## src/sv/stq_pkg.sv

```systemverilog
// Shared types and constants of the sorted timer queue scheduler.
package stq_pkg;

    localparam int unsigned TIME_W = 32;
    localparam int unsigned ID_W = 4;
    localparam int unsigned CMD_W = 2;
    localparam int unsigned IN_DATA_W = 72;
    localparam int unsigned IN_USER_W = CMD_W;
    localparam int unsigned OUT_DATA_W = 72;
    localparam int unsigned OUT_USER_W = 3;
    localparam logic [TIME_W-1:0] TIME_ONES = '1;

    typedef enum logic [CMD_W-1:0] {
        CMD_START  = 2'd0,
        CMD_CANCEL = 2'd1,
        CMD_QUERY  = 2'd2,
        CMD_TICK   = 2'd3
    } t_cmd;

    typedef enum logic [3:0] {
        ST_IDLE,
        ST_DISPATCH,
        ST_DROP,
        ST_NEXT,
        ST_ELAPSE,
        ST_LEFT,
        ST_DECIDE,
        ST_INSERT,
        ST_FIRE,
        ST_EMIT
    } t_state;

    typedef enum logic [2:0] {
        RES_REJECT,
        RES_SCHED,
        RES_NOSCHED,
        RES_QUERY_HIT,
        RES_QUERY_IDLE,
        RES_FIRE
    } t_kind;

    // Controller to datapath.
    typedef struct packed {
        logic  accept;
        logic  rd;
        logic  rd_src_id;
        logic  elapse;
        logic  left;
        logic  head_cap;
        logic  idx_inc;
        logic  drop;
        logic  drop_head;
        logic  insert;
        logic  emit;
        t_kind kind;
    } t_ctl;

    // Datapath to controller.
    typedef struct packed {
        t_cmd cmd;
        logic bad_start;
        logic id_active;
        logic count_zero;
        logic more;
        logic less;
        logic expired;
        logic out_free;
    } t_sts;

endpackage

```

## src/sv/stq_ctrl.sv

```systemverilog
// Command sequencer of the sorted timer queue scheduler.
module stq_ctrl (
    input  logic          i_clk,
    input  logic          i_rst_n,
    input  logic          i_s_axis_tvalid,
    output logic          o_s_axis_tready,
    input  stq_pkg::t_sts i_sts,
    output stq_pkg::t_ctl o_ctl
);

    stq_pkg::t_state r_state, n_state;
    stq_pkg::t_kind  r_kind, n_kind;

    always_ff @(posedge i_clk) begin
        if (!i_rst_n) begin
            r_state <= stq_pkg::ST_IDLE;
            r_kind  <= stq_pkg::RES_NOSCHED;
        end else begin
            r_state <= n_state;
            r_kind  <= n_kind;
        end
    end

    always_comb begin
        n_state         = r_state;
        n_kind          = r_kind;
        o_ctl           = '0;
        o_ctl.kind      = r_kind;
        o_s_axis_tready = 1'b0;
        unique case (r_state)
            stq_pkg::ST_IDLE: begin
                o_s_axis_tready = 1'b1;
                if (i_s_axis_tvalid) begin
                    o_ctl.accept = 1'b1;
                    n_state      = stq_pkg::ST_DISPATCH;
                end
            end
            stq_pkg::ST_DISPATCH: begin
                unique case (i_sts.cmd)
                    stq_pkg::CMD_START: begin
                        if (i_sts.bad_start) begin
                            n_kind  = stq_pkg::RES_REJECT;
                            n_state = stq_pkg::ST_EMIT;
                        end else if (i_sts.id_active) begin
                            n_state = stq_pkg::ST_DROP;
                        end else begin
                            n_state = stq_pkg::ST_NEXT;
                        end
                    end
                    stq_pkg::CMD_CANCEL: begin
                        if (i_sts.id_active) begin
                            n_state = stq_pkg::ST_DROP;
                        end else begin
                            n_kind  = stq_pkg::RES_NOSCHED;
                            n_state = stq_pkg::ST_EMIT;
                        end
                    end
                    stq_pkg::CMD_QUERY: begin
                        if (i_sts.id_active) begin
                            o_ctl.rd        = 1'b1;
                            o_ctl.rd_src_id = 1'b1;
                            n_state         = stq_pkg::ST_ELAPSE;
                        end else begin
                            n_kind  = stq_pkg::RES_QUERY_IDLE;
                            n_state = stq_pkg::ST_EMIT;
                        end
                    end
                    stq_pkg::CMD_TICK: begin
                        if (i_sts.count_zero) begin
                            n_kind  = stq_pkg::RES_SCHED;
                            n_state = stq_pkg::ST_EMIT;
                        end else begin
                            o_ctl.rd = 1'b1;
                            n_state  = stq_pkg::ST_ELAPSE;
                        end
                    end
                endcase
            end
            stq_pkg::ST_DROP: begin
                o_ctl.drop = 1'b1;
                n_state    = stq_pkg::ST_NEXT;
            end
            stq_pkg::ST_NEXT: begin
                if (!i_sts.count_zero) begin
                    o_ctl.rd = 1'b1;
                    n_state  = stq_pkg::ST_ELAPSE;
                end else if (i_sts.cmd == stq_pkg::CMD_START) begin
                    n_state = stq_pkg::ST_INSERT;
                end else begin
                    n_kind  = stq_pkg::RES_SCHED;
                    n_state = stq_pkg::ST_EMIT;
                end
            end
            stq_pkg::ST_ELAPSE: begin
                o_ctl.elapse = 1'b1;
                n_state      = stq_pkg::ST_LEFT;
            end
            stq_pkg::ST_LEFT: begin
                o_ctl.left     = 1'b1;
                o_ctl.head_cap = (i_sts.cmd != stq_pkg::CMD_QUERY);
                n_state        = stq_pkg::ST_DECIDE;
            end
            stq_pkg::ST_DECIDE: begin
                unique case (i_sts.cmd)
                    stq_pkg::CMD_QUERY: begin
                        n_kind  = stq_pkg::RES_QUERY_HIT;
                        n_state = stq_pkg::ST_EMIT;
                    end
                    stq_pkg::CMD_CANCEL: begin
                        n_kind  = stq_pkg::RES_SCHED;
                        n_state = stq_pkg::ST_EMIT;
                    end
                    stq_pkg::CMD_TICK: begin
                        if (i_sts.expired) begin
                            n_state = stq_pkg::ST_FIRE;
                        end else begin
                            n_kind  = stq_pkg::RES_SCHED;
                            n_state = stq_pkg::ST_EMIT;
                        end
                    end
                    stq_pkg::CMD_START: begin
                        if (i_sts.less) begin
                            o_ctl.idx_inc = 1'b1;
                            n_state = i_sts.more ? stq_pkg::ST_NEXT : stq_pkg::ST_INSERT;
                        end else begin
                            n_state = stq_pkg::ST_INSERT;
                        end
                    end
                endcase
            end
            stq_pkg::ST_INSERT: begin
                o_ctl.insert = 1'b1;
                n_kind       = stq_pkg::RES_SCHED;
                n_state      = stq_pkg::ST_EMIT;
            end
            stq_pkg::ST_FIRE: begin
                if (i_sts.out_free) begin
                    o_ctl.emit      = 1'b1;
                    o_ctl.kind      = stq_pkg::RES_FIRE;
                    o_ctl.drop      = 1'b1;
                    o_ctl.drop_head = 1'b1;
                    n_state         = stq_pkg::ST_NEXT;
                end
            end
            stq_pkg::ST_EMIT: begin
                if (i_sts.out_free) begin
                    o_ctl.emit = 1'b1;
                    n_state    = stq_pkg::ST_IDLE;
                end
            end
            default: n_state = stq_pkg::ST_IDLE;
        endcase
    end

endmodule

```

## src/sv/stq_dp.sv

```systemverilog
// Datapath of the sorted timer queue: ordered list, timer memories, time-left unit, result register.
module stq_dp #(
    parameter int NUM_TIMERS = 16
) (
    input  logic                               i_clk,
    input  logic                               i_rst_n,
    input  logic [stq_pkg::IN_DATA_W-1:0]      i_s_axis_tdata,
    input  logic [stq_pkg::IN_USER_W-1:0]      i_s_axis_tuser,
    output logic                               o_m_axis_tvalid,
    input  logic                               i_m_axis_tready,
    output logic [stq_pkg::OUT_DATA_W-1:0]     o_m_axis_tdata,
    output logic [stq_pkg::OUT_USER_W-1:0]     o_m_axis_tuser,
    output logic                               o_m_axis_tlast,
    input  stq_pkg::t_ctl                      i_ctl,
    output stq_pkg::t_sts                      o_sts
);

    localparam int SW = (NUM_TIMERS > 1) ? $clog2(NUM_TIMERS) : 1;
    localparam int CW = $clog2(NUM_TIMERS + 1);
    localparam int TW = stq_pkg::TIME_W;

    // Latched input item.
    stq_pkg::t_cmd     r_cmd;
    logic [stq_pkg::ID_W-1:0] r_id;
    logic [TW-1:0]     r_tmo;
    logic [TW-1:0]     r_now;

    // Ordered list and slot state.
    logic [SW-1:0]         r_order [NUM_TIMERS];
    logic [SW-1:0]         n_order [NUM_TIMERS];
    logic [NUM_TIMERS-1:0] r_active;
    logic [CW-1:0]         r_count;
    logic [SW-1:0]         r_idx;

    // Timer memories, valid only where r_active is set.
    logic [TW-1:0] r_mem_start [NUM_TIMERS];
    logic [TW-1:0] r_mem_tmo   [NUM_TIMERS];
    logic [TW-1:0] r_rd_start;
    logic [TW-1:0] r_rd_tmo;

    // Time-left unit.
    logic [TW-1:0] r_elapsed;
    logic [TW-1:0] r_tslot;
    logic [TW-1:0] r_left;
    logic [TW-1:0] r_head;
    logic [TW:0]   left_diff;

    logic [SW-1:0]         id_slot;
    logic                  in_range;
    logic [SW-1:0]         rd_addr;
    logic [SW-1:0]         drop_slot;
    logic [NUM_TIMERS-1:0] drop_pre;

    // Result register.
    logic                  r_ovalid;
    logic [stq_pkg::OUT_DATA_W-1:0] r_odata;
    logic [stq_pkg::OUT_USER_W-1:0] r_ouser;
    logic                  r_olast;
    logic                  o_free;

    assign id_slot  = SW'(r_id);
    assign in_range = (int'(r_id) < NUM_TIMERS);
    assign rd_addr  = i_ctl.rd_src_id ? id_slot : r_order[r_idx];
    assign drop_slot = i_ctl.drop_head ? r_order[0] : id_slot;
    assign left_diff = {1'b0, r_tslot} - {1'b0, r_elapsed};
    assign o_free    = !r_ovalid || i_m_axis_tready;

    always_comb begin
        o_sts.cmd        = r_cmd;
        o_sts.bad_start  = (r_tmo == '0) || (r_tmo == stq_pkg::TIME_ONES) || !in_range;
        o_sts.id_active  = in_range && r_active[id_slot];
        o_sts.count_zero = (r_count == '0);
        o_sts.more       = ((CW+1)'(r_idx) + (CW+1)'(1)) < (CW+1)'(r_count);
        o_sts.less       = (r_left < r_tmo);
        o_sts.expired    = (r_left == '0);
        o_sts.out_free   = o_free;
    end

    // List update: removal shifts the tail left, insertion shifts it right.
    always_comb begin
        logic acc;
        acc     = 1'b0;
        n_order = r_order;
        for (int i = 0; i < NUM_TIMERS; i++) begin
            acc = acc | (r_order[i] == drop_slot);
            drop_pre[i] = acc;
        end
        if (i_ctl.drop) begin
            for (int i = 0; i < NUM_TIMERS - 1; i++) begin
                if (drop_pre[i]) begin
                    n_order[i] = r_order[i+1];
                end
            end
        end else if (i_ctl.insert) begin
            for (int i = 1; i < NUM_TIMERS; i++) begin
                if (i > int'(r_idx)) begin
                    n_order[i] = r_order[i-1];
                end
            end
            n_order[r_idx] = id_slot;
        end
    end

    always_ff @(posedge i_clk) begin
        r_order <= n_order;
    end

    always_ff @(posedge i_clk) begin
        if (!i_rst_n) begin
            r_active <= '0;
            r_count  <= '0;
        end else if (i_ctl.drop) begin
            r_active[drop_slot] <= 1'b0;
            r_count             <= r_count - CW'(1);
        end else if (i_ctl.insert) begin
            r_active[id_slot] <= 1'b1;
            r_count           <= r_count + CW'(1);
        end
    end

    always_ff @(posedge i_clk) begin
        if (i_ctl.accept) begin
            r_cmd <= stq_pkg::t_cmd'(i_s_axis_tuser[stq_pkg::CMD_W-1:0]);
            r_id  <= i_s_axis_tdata[stq_pkg::ID_W-1:0];
            r_tmo <= i_s_axis_tdata[stq_pkg::ID_W +: TW];
            r_now <= i_s_axis_tdata[stq_pkg::ID_W + TW +: TW];
            r_idx <= '0;
        end else if (i_ctl.idx_inc) begin
            r_idx <= r_idx + SW'(1);
        end
    end

    always_ff @(posedge i_clk) begin
        if (i_ctl.insert) begin
            r_mem_start[id_slot] <= r_now;
            r_mem_tmo[id_slot]   <= r_tmo;
        end
        if (i_ctl.rd) begin
            r_rd_start <= r_mem_start[rd_addr];
            r_rd_tmo   <= r_mem_tmo[rd_addr];
        end
    end

    // Elapsed time wraps modulo 2^32; an overdue timer has zero left.
    always_ff @(posedge i_clk) begin
        if (i_ctl.elapse) begin
            r_elapsed <= r_now - r_rd_start;
            r_tslot   <= r_rd_tmo;
        end
        if (i_ctl.left) begin
            r_left <= left_diff[TW] ? '0 : left_diff[TW-1:0];
            if (i_ctl.head_cap && r_idx == '0) begin
                r_head <= left_diff[TW] ? '0 : left_diff[TW-1:0];
            end
        end else if (i_ctl.insert && r_idx == '0) begin
            r_head <= r_tmo;
        end
    end

    always_ff @(posedge i_clk) begin
        if (!i_rst_n) begin
            r_ovalid <= 1'b0;
        end else if (i_ctl.emit) begin
            r_ovalid <= 1'b1;
        end else if (i_m_axis_tready) begin
            r_ovalid <= 1'b0;
        end
    end

    always_ff @(posedge i_clk) begin
        logic [stq_pkg::ID_W-1:0] f_id;
        logic [TW-1:0]            t_left;
        logic [TW-1:0]            t_next;
        logic                     f_fired;
        logic                     f_status;
        logic                     f_sv;
        if (i_ctl.emit) begin
            f_id     = '0;
            t_left   = '0;
            t_next   = '0;
            f_fired  = 1'b0;
            f_status = 1'b0;
            f_sv     = 1'b0;
            case (i_ctl.kind)
                stq_pkg::RES_REJECT:     f_status = 1'b1;
                stq_pkg::RES_SCHED: begin
                    f_sv   = 1'b1;
                    t_next = (r_count == '0) ? stq_pkg::TIME_ONES : r_head;
                end
                stq_pkg::RES_QUERY_HIT:  t_left = r_left;
                stq_pkg::RES_QUERY_IDLE: t_left = stq_pkg::TIME_ONES;
                stq_pkg::RES_FIRE: begin
                    f_fired = 1'b1;
                    f_id    = stq_pkg::ID_W'(r_order[0]);
                end
                default: ;
            endcase
            r_odata <= {4'b0000, t_next, t_left, f_id};
            r_ouser <= {f_sv, f_status, f_fired};
            r_olast <= (i_ctl.kind != stq_pkg::RES_FIRE);
        end
    end

    assign o_m_axis_tvalid = r_ovalid;
    assign o_m_axis_tdata  = r_odata;
    assign o_m_axis_tuser  = r_ouser;
    assign o_m_axis_tlast  = r_olast;

endmodule

```

## src/sv/sorted_timer_queue_scheduler.sv

```systemverilog
// Top level of the sorted timer queue scheduler.
//
// The block keeps NUM_TIMERS one-shot timers in a list ordered by time left
// and takes one command per input transfer: start, cancel, query or tick.
// Start arms a timer (a timeout of zero or all-ones, or a slot outside the
// range, is rejected with status 1), cancel disarms it, query returns its
// time left, and tick fires the expired timers at the head of the list, one
// output transfer per fired timer in list order. Every command ends with
// exactly one output transfer that has tlast set; an accepted start, an
// effective cancel and tick report the new next wakeup there. Elapsed time
// is the current tick count minus the start time, modulo 2^32. Commands are
// handled one at a time: the input is ready again only after the final
// result of the last command has been loaded into the output register. Each
// list entry examined goes through the single read port of the timer
// memories and then the time-left unit behind it; a start compares at most
// NUM_TIMERS - 1 entries. A command also waits while the output side stalls.
module sorted_timer_queue_scheduler #(
    parameter int NUM_TIMERS = 16
) (
    input  logic                               i_clk,
    input  logic                               i_rst_n,
    input  logic                               i_s_axis_tvalid,
    output logic                               o_s_axis_tready,
    // tdata: timer_id[3:0], timeout_ticks[35:4], current_time[67:36], zero pad
    input  logic [stq_pkg::IN_DATA_W-1:0]      i_s_axis_tdata,
    // tuser: command[1:0]
    input  logic [stq_pkg::IN_USER_W-1:0]      i_s_axis_tuser,
    output logic                               o_m_axis_tvalid,
    input  logic                               i_m_axis_tready,
    // tdata: fired_id[3:0], remaining[35:4], next_wakeup[67:36], zero pad
    output logic [stq_pkg::OUT_DATA_W-1:0]     o_m_axis_tdata,
    // tuser: fired[0], status[1], schedule_valid[2]
    output logic [stq_pkg::OUT_USER_W-1:0]     o_m_axis_tuser,
    output logic                               o_m_axis_tlast
);

    stq_pkg::t_ctl ctl;
    stq_pkg::t_sts sts;

    // The sequencer walks the list and decides; the datapath holds all state.
    stq_ctrl u_ctrl (
        .i_clk           (i_clk),
        .i_rst_n         (i_rst_n),
        .i_s_axis_tvalid (i_s_axis_tvalid),
        .o_s_axis_tready (o_s_axis_tready),
        .i_sts           (sts),
        .o_ctl           (ctl)
    );

    stq_dp #(
        .NUM_TIMERS (NUM_TIMERS)
    ) u_dp (
        .i_clk           (i_clk),
        .i_rst_n         (i_rst_n),
        .i_s_axis_tdata  (i_s_axis_tdata),
        .i_s_axis_tuser  (i_s_axis_tuser),
        .o_m_axis_tvalid (o_m_axis_tvalid),
        .i_m_axis_tready (i_m_axis_tready),
        .o_m_axis_tdata  (o_m_axis_tdata),
        .o_m_axis_tuser  (o_m_axis_tuser),
        .o_m_axis_tlast  (o_m_axis_tlast),
        .i_ctl           (ctl),
        .o_sts           (sts)
    );

endmodule

```

## config.mk

```make
export PLATFORM = sky130hd
export DESIGN_NAME = sorted_timer_queue_scheduler
export DESIGN_NICKNAME = d
export VERILOG_FILES = /design/src/sv/stq_pkg.sv /design/src/sv/stq_ctrl.sv /design/src/sv/stq_dp.sv /design/src/sv/sorted_timer_queue_scheduler.sv
export SDC_FILE = /design/constraint.sdc
export NUM_CORES = 2
export LEC_CHECK = 0
export BUFFER_PORTS_ARGS = -buffer_cell sky130_fd_sc_hd__buf_2
export CAP_MARGIN = 40
export CORE_ASPECT_RATIO = 1.25
export CORE_UTILIZATION = 28
export CTS_CLUSTER_SIZE = 24
export DETAILED_ROUTE_END_ITERATION = 10
export PLACE_DENSITY_LB_ADDON = 0.12
export RECOVER_POWER = 50
export SLEW_MARGIN = 20
export SYNTH_ARGS = -nofsm -noshare
export SYNTH_HDL_FRONTEND = slang
export SYNTH_SLANG_ARGS = --single-unit
```

## constraint.sdc

```tcl
create_clock -name i_clk -period 20.4 [get_ports i_clk]
set_input_delay 4.08 -clock i_clk [delete_from_list [all_inputs] [get_ports i_clk]]
set_output_delay 4.08 -clock i_clk [all_outputs]
set_load 0.02 [all_outputs]
```

# --- Yosys cells after proc, flatten, opt, wreduce, memory -nomap -nowiden ---
# Memory sizes are Yosys's and may differ from the RTL's. A register that Yosys moved wholly into a read port is not among the register bits.
# Index checks and enable logic that the tools add are counted.
op_classes:
  add_sub_neg: 6
  order_cmp: 23
  n_eq_ne: 61
  muxes: 141
  n_bitwise: 19
  reduce_logical: 39
ops:
  columns: ["operator", "count"]
  rows:
  - ["$mux W4", 76]
  - ["$mux W32", 5]
  - ["$bwmux W64", 1]
  - ["$logic_not A32 Y1", 2]
  - ["$mux W64", 1]
  - ["$pmux W32 S2", 1]
  - ["$eq A4 B4 Y1", 15]
  - ["$mux W60", 1]
  - ["$pmux W4 S10", 1]
  - ["$ne A2 B1 Y1 const B", 19]
  - ["$reduce_and A2 Y1", 17]
  - ["$sub A32 B32 Y33", 1]
  - ["$eq A32 B32 Y1 const B", 1]
  - ["$gt A4 B4 Y1 const A", 8]
  - ["$lt A32 B32 Y1", 1]
  - ["$mux W16", 2]
  - ["$sub A32 B32 Y32", 1]
  - ["$mux W3", 9]
  - ["$mux W1", 25]
  - ["$pmux W3 S4", 2]
  - ["$and A16 B16 Y16", 1]
  - ["$bmux W4 S4", 1]
  - ["$demux W4 S4", 1]
  - ["$eq A4 B3 Y1 const B", 4]
  - ["other kinds (49)", 93]
word_totals:
  reg_bits: 367
  ram_bits: 1024
  out_inout_bits: 78
  word_cells: 326
  n_memories: 2
memory_table:
  columns: ["name", "words", "width", "rd", "rd_clocked_by_memory_dff", "wr", "line_no", "text"]
  rows:
  - ["u_dp.r_mem_start", 16, 32, 1, 1, 1, "stq_dp.sv:36", "logic [TW-1:0] r_mem_start [NUM_TIMERS];"]
  - ["u_dp.r_mem_tmo", 16, 32, 1, 1, 1, "stq_dp.sv:37", "logic [TW-1:0] r_mem_tmo [NUM_TIMERS];"]

# --- Depth between registers and ports, before layout ---
depth:
  depth_word: 22
  ltp_mapped: 14
  depth_no_buf: 12

# --- Cells and area by module ---
# A second synthesis with hierarchy kept.
unflattened:
  hier_cells: 3498
  area_unflattened_um2: 61149.9
by_module_without_submodules:
  columns: ["module", "n_inst", "cells_per_inst", "area_each_um2"]
  rows:
  - ["stq_dp", 1, 3376, 60276.6]
  - ["stq_ctrl", 1, 122, 873.3]

# --- Least setup slack after synthesis ---
# OpenSTA, ideal clock, no wires.
synth_path:
  kind: "register to register"
  start: "reg u_ctrl.r_state[0]"
  end: "reg u_dp.r_active[1]"
  setup_ns: 0.094
  arrival_time_ns: 8.064
  required_time_ns: 20.306
  path_slack_ns: 12.243
  path_stages_with_launch: 9
  n_path_buf: 1
  synth_period_minus_slack_ns: 8.157
  cell_sequence: "dfxtp_1 clkbuf_1 nand2_1 or3_1 clkinv_1 nand2_1 nor4_1 o21ai_0 a21oi_1"
synth_via:
  elab_chain_len: 10
  elab_cells_between_ends: 16
  classes_between: "order compare: 2; eq/ne: 3; mux: 7; bitwise: 2; reduce/logical: 2"
synth_lines:
  columns: ["element", "line_no", "text"]
  rows:
  - ["start, declared", "stq_ctrl.sv:11", "stq_pkg::t_state r_state, n_state;"]
  - ["start signal, assigned", "stq_ctrl.sv:16", "r_state <= stq_pkg::ST_IDLE;"]
  - ["start signal, assigned", "stq_ctrl.sv:19", "r_state <= n_state;"]
  - ["$eq A4 B4 Y1", "stq_ctrl.sv:30", "unique case (r_state)"]
  - ["$mux W1", "stq_ctrl.sv:30", null]
  - ["$mux W4", "stq_dp.sv:64", "assign drop_slot = i_ctl.drop_head ? r_order[0] : id_slot;"]
  - ["$lt A4 B5 Y1 (implied by the code) or $ge A4 B1 Y1 (tied branches)", "stq_dp.sv:113", "r_active[drop_slot] <= 1'b0;"]
  - ["$logic_and A1 B1 Y1 (implied by the code)", "stq_dp.sv:113", null]
  - ["$mux W1 (implied by the code)", "stq_dp.sv:113", null]
  - ["$demux W1 S4", null, null]
  - ["$not A16 Y16 (no source line)", null, null]
  - ["$and A16 B16 Y16 (no source line)", null, null]
  - ["$mux W16", "stq_dp.sv:112", "end else if (i_ctl.drop) begin"]
  - ["end signal, assigned", "stq_dp.sv:110", "r_active <= '0;"]
  - ["end signal, assigned by index", "stq_dp.sv:113", null]
  - ["end signal, assigned by index", "stq_dp.sv:116", "r_active[id_slot] <= 1'b1;"]
  - ["end, declared", "stq_dp.sv:31", "logic [NUM_TIMERS-1:0] r_active;"]
# Several ways; a longest one is shown, not always the timed one.
# A chain may end at the register's enable or synchronous reset.

# --- Worst setup path in the final report ---
layout_path:
  start: "reg u_dp.r_id, in the netlist u_dp.id_slot[2]"
  end: "reg u_dp.r_rd_start[9] (read register of u_dp.r_mem_start) (data pin)"
layout_via:
  elab_chain_len: 6
  elab_cells_between_ends: 8
  classes_between: "mux: 8"
layout_lines:
  columns: ["element", "line_no", "text"]
  rows:
  - ["start, declared", "stq_dp.sv:24", "logic [stq_pkg::ID_W-1:0] r_id;"]
  - ["start signal, assigned", "stq_dp.sv:124", "r_id <= i_s_axis_tdata[stq_pkg::ID_W-1:0];"]
  - ["branches (longest 6 deep; another with $bmux W1 S4)", null, null]
  - ["end, declared", "stq_dp.sv:38", "logic [TW-1:0] r_rd_start;"]
# Several ways; the timed one is not identified. The select of a mux whose other input is x is not followed.

==> metrics list <==
* Run status: finished with violations
* Violated checks: capacitance limit, slew limit
* Main combinational cell family by area after synthesis: multiplexers
- Final hold violation count: 0
* CTS Buffer Depth: 4
- At the end of the flow, the number of nets in the layout was 4,603.
- Final min period: about 7.5 ns
* Kind of end point of the critical path: flip-flop
* Crit start category: flip-flop
- The number of antenna violations at the first check in global routing came to 7.
* Count of different cell masters after synthesis: 84
- Counting every instance in the synthesized netlist gives roughly 4,200.
- Number of violations reported at the end of detailed-routing iteration 0: between 2,000 and 3,000
- Number of cells on the worst hold path: 0
* TNS Setup: 0 ns
- Basic-gate share of the synthesized area counting and, or, nand and nor cells: 7.39%
- Of the total power, the share spent switching nets is 27.0%.
- In this run the static leakage power is 25.0 nW.
- Rel. slew slack: -120%
- Adder and majority gate portion of the synthesized area: 2.34%
- Row generation in the floorplan step produced roughly 190 rows.
- Achievable clock frequency: between 100 and 150 MHz
- The top cell types in the final layout, fill and taps aside, are edfxtp_1, nand2_1, mux2i_1.
* #FFs+latches synth: roughly 1,500
* Max Cap Viol: 19
- The synthesized netlist devotes 7.88% of its cell area to compound gates.
- CTS root buffer: clkbuf_16
- In this run the worst hold path is classified as flip-flop to flip-flop.
- Reg-to-reg critical path endpoint: u_dp.r_rd_start[9]
- Buffers added to address setup during post-CTS repair amount to 0.
- Routability-driven placement finished with a final weighted congestion of between 0.8 and 0.9.
* Synthesized area per cell: 15.0 sq um
- Setup violations remaining at the end of the flow were counted as 0.
- Commonest non-fill, non-tap cell in the layout: edfxtp_1
- Final WL: 189,000 um
- Most frequent CP cell: buf_4
* Peak supply drop: 47.7 uV
* Placeable Area: 221,000 sq um
- Boundary Pins: 156
- Post-layout instance count excluding filler cells: 7,452
* Global route total overflow: 0
* Final critical-path share of the clock period: 36.6%
* Share of post-route cells with drive strength above 1: 12.6%
- Critical R2R Launch: u_dp.id_slot[2]
- Pin count of the biggest net entering global routing: 126
- For the pin with the worst max-slew slack, the measured transition is 3.30 ns.
- Measured along the y axis, the die boundary spans 530 um.
- Num CTS Buffers: 164
* Aggregate global-route resource usage: 16.4%
- The worst setup path is of the flip-flop to flip-flop kind.
* Cts repair resizes: 0
- Worst clock skew: between 0.04 and 0.05 ns
- In this run the most critical hold path is launched from u_dp.r_rd_tmo[10].
* Horizontal die dimension: around 420 um
- For this run, the slowest stage of the critical path takes roughly 1.6 ns.
- The number of placed instances, taps included, is 7,167.
- Once detailed placement completed, the half-perimeter wirelength came to about 120,000 um.
- Dominant register cell in the synthesized netlist: edfxtp_1
- The H-tree was split into 4 levels.
- In this run, the combinational gates consume between 10% and 20% of the power.
- Number of flops mapped to enable cells by yosys: 1,422
- The total count of max-transition violations in the final report is 529.
- Synthesis-to-finish area growth: 15.1%
- Setup repair after global routing missed its margin: no
- In this run the power spent charging and discharging nets is around 2 mW.
- Global-route wire length before repair: around 270,000 um
- Critical Path AT: 8.02 ns
- In this run, flip-flops and latches consume about half of the power.
- Areal power density over the cells: 103 nW/um^2
- For the worst-skew pair, the clock arrives at the later sink with an insertion delay of 0.82 ns.
- The routed layout has 36,100 vias.
- Cell breakdown of the critical path: clkbuf_1 -> mux4_2 -> mux2i_1 -> o22ai_1 -> mux2_4 -> buf_4 -> buf_4 -> nand3_4 -> buf_4 -> a211oi_1 -> a31oi_1 -> and3_1
- Number of hold-repair buffers added at the cts stage: 0
- Initial Utilization: 28.2%
- The via count of the first global-routing pass came to 36,400.
- Of all nets on the critical path, the largest fanout is 34.
- The clock drives ~1,500 sinks.
- TritonCTS built the clock tree.
- Clock-pin slew was measured on the worst setup and hold paths at 0.06 ns.
- Sequential-to-total area share from yosys stat: 69.4%
* Final routed DRC violation total: 0
* Share of cell area taken by muxes after synthesis: 8.93%
- Wire length per cell after detailed routing: 25.3 um
- Final ANT Viol Nets: 0
- Data required time at the worst endpoint: about 21 ns
* End point of the most critical hold path: u_dp.r_tslot[10]
* Cell area after synthesis: around 63,000 sq um
- Async set-reset flop share out of synthesis: 0%
* Synth Warn #: 0
- The internal power of the cells totals 5.42 mW.
- The number of buffers and inverters on the critical path is 4.
* Slowest library cell on the worst path: clkbuf_1
* Vias per std cell: 4.84
- At the end of the flow the core is filled with cells to 32.5%.
- Count of input and output buffers: 147
- The die covers between 200,000 and 250,000 sq um.
- Family with the most delay on the worst path: buffers and inverters
* Parity-gate share of the synthesized area counting xor and xnor cells: 1.53%
- After layout, the design draws a total of 7.43 mW.
* Clock power frac: 37.5%
- The pre-antenna-repair detailed-routing pass consisted of 5 iterations.
* Worst setup slack for register-to-register paths: 12.94 ns
* Worst Reg2Reg Path Length in Cells: 12
cells by family after synthesis:
| logic type | count (synthesis) |
|---|---|
| xor+xnor | 109 |
| buf+inv | 360 |
| fa+ha+maj | 115 |
| other cells | 1 |
| compound gates | 708 |
| flops | 1455 |
| simple gates | 973 |
| mux | 447 |
worst register-to-register path: stages, from the launching register on:
cell and delay (ns):
edfxtp_1 0.34, clkbuf_1 1.58, mux4_2 0.69, mux2i_1 0.28, o22ai_1 0.32, mux2_4 0.60, buf_4 0.63, buf_4 0.68
nand3_4 0.82, buf_4 0.61, a211oi_1 0.38, a31oi_1 0.07, and3_1 0.22
metrics by stage:
stage	area, sq um	worst slack, ns	hold slack [ns]
2_1_floorplan	62500	12.24	0.400
3_5_place_dp	67500	12.81	0.405
6_report	72000	12.94	0.419
3_3_place_gp	67000	12.79	0.402
5_1_grt	72000	12.71	0.427
4_1_cts	72400	13.62	0.419
layer usage:
metal	vias to the layer above	routed length (um)	GRT usage (%)
met5	-	22	0
met4	4	5060	4.79
met3	280	7050	2.27
met2	751	93300	28.5
met1	18500	83100	21.1
li1	16600	-	-
cell usage after synthesis (all sizes together), types with 6 or more instances:
library cell	number	area, sq um
dfxtp	33	661
or4	6	45.0
mux4	86	1940
clkbuf	124	465
mux2	14	161
nand4	37	231
xnor2	73	639
o21a	46	345
o22ai	15	100
nand2b	19	119
o211ai	16	120
mux2i	347	3490
buf	100	629
a211oi	73	548
nand3	33	165
a221o	15	150
nor2	114	428
ha	112	1400
and3	85	532
a32oi	68	596
nor3	39	211
nor2b	30	188
nand2	467	1750
inv	135	507
nor4	31	194
and2	80	500
o41ai	7	61.3
xor2	36	315
o21ai	107	536
nor4b	6	67.6
a22oi	13	97.6
or3	12	75.1
or2	6	37.5
a31oi	88	551
o31ai	34	265
edfxtp	1422	42700
a21o	74	556
a21oi	92	464
registers in the layout, summed over array words and instances, names as in the netlist, 64 cells and up:
signal	cells
u_dp.r_mem_start	512
u_dp.r_mem_tmo	512
u_dp.r_order	64
u_dp.o_m_axis_tdata	68
power by group through the flow:
stage          Sequential [mW]  Combinational [mW]  Clock, mW
2_1_floorplan             3.74               0.562          0
3_3_place_gp              3.73               0.986          0
3_5_place_dp              3.72                1.02          0
4_1_cts                   3.66                1.02       2.88
5_1_grt                   3.67                1.08       2.97
6_report                  3.65               0.984       2.79
worst max path at each step:
stage                 startpoint                 end  slack (ns)  cells past startpoint
3_5_place_dp     i_m_axis_tready    u_dp.r_order[11]       12.81                      9
6_report         u_dp.id_slot[2]  u_dp.r_rd_start[9]       12.94                     12
5_1_grt          u_dp.id_slot[2]  u_dp.r_rd_start[9]       12.71                     12
2_1_floorplan  u_ctrl.r_state[0]    u_dp.r_active[1]       12.24                      8
3_3_place_gp     i_m_axis_tready    u_dp.r_order[11]       12.79                      9
4_1_cts          i_m_axis_tready    u_dp.r_order[10]       13.62                      9
layout make-up:
type	instances	area, sq um
fillers	21700	149000
flip-flops and latches	1455	43400
clock inverters	79	581
clock buffers	202	4290
diodes	2	5.00
well taps	2925	3660
multi-input cells	2356	17700
inverters	136	513
repair buffers	297	1850
No activity file was read; power rests on OpenSTA's default activity.
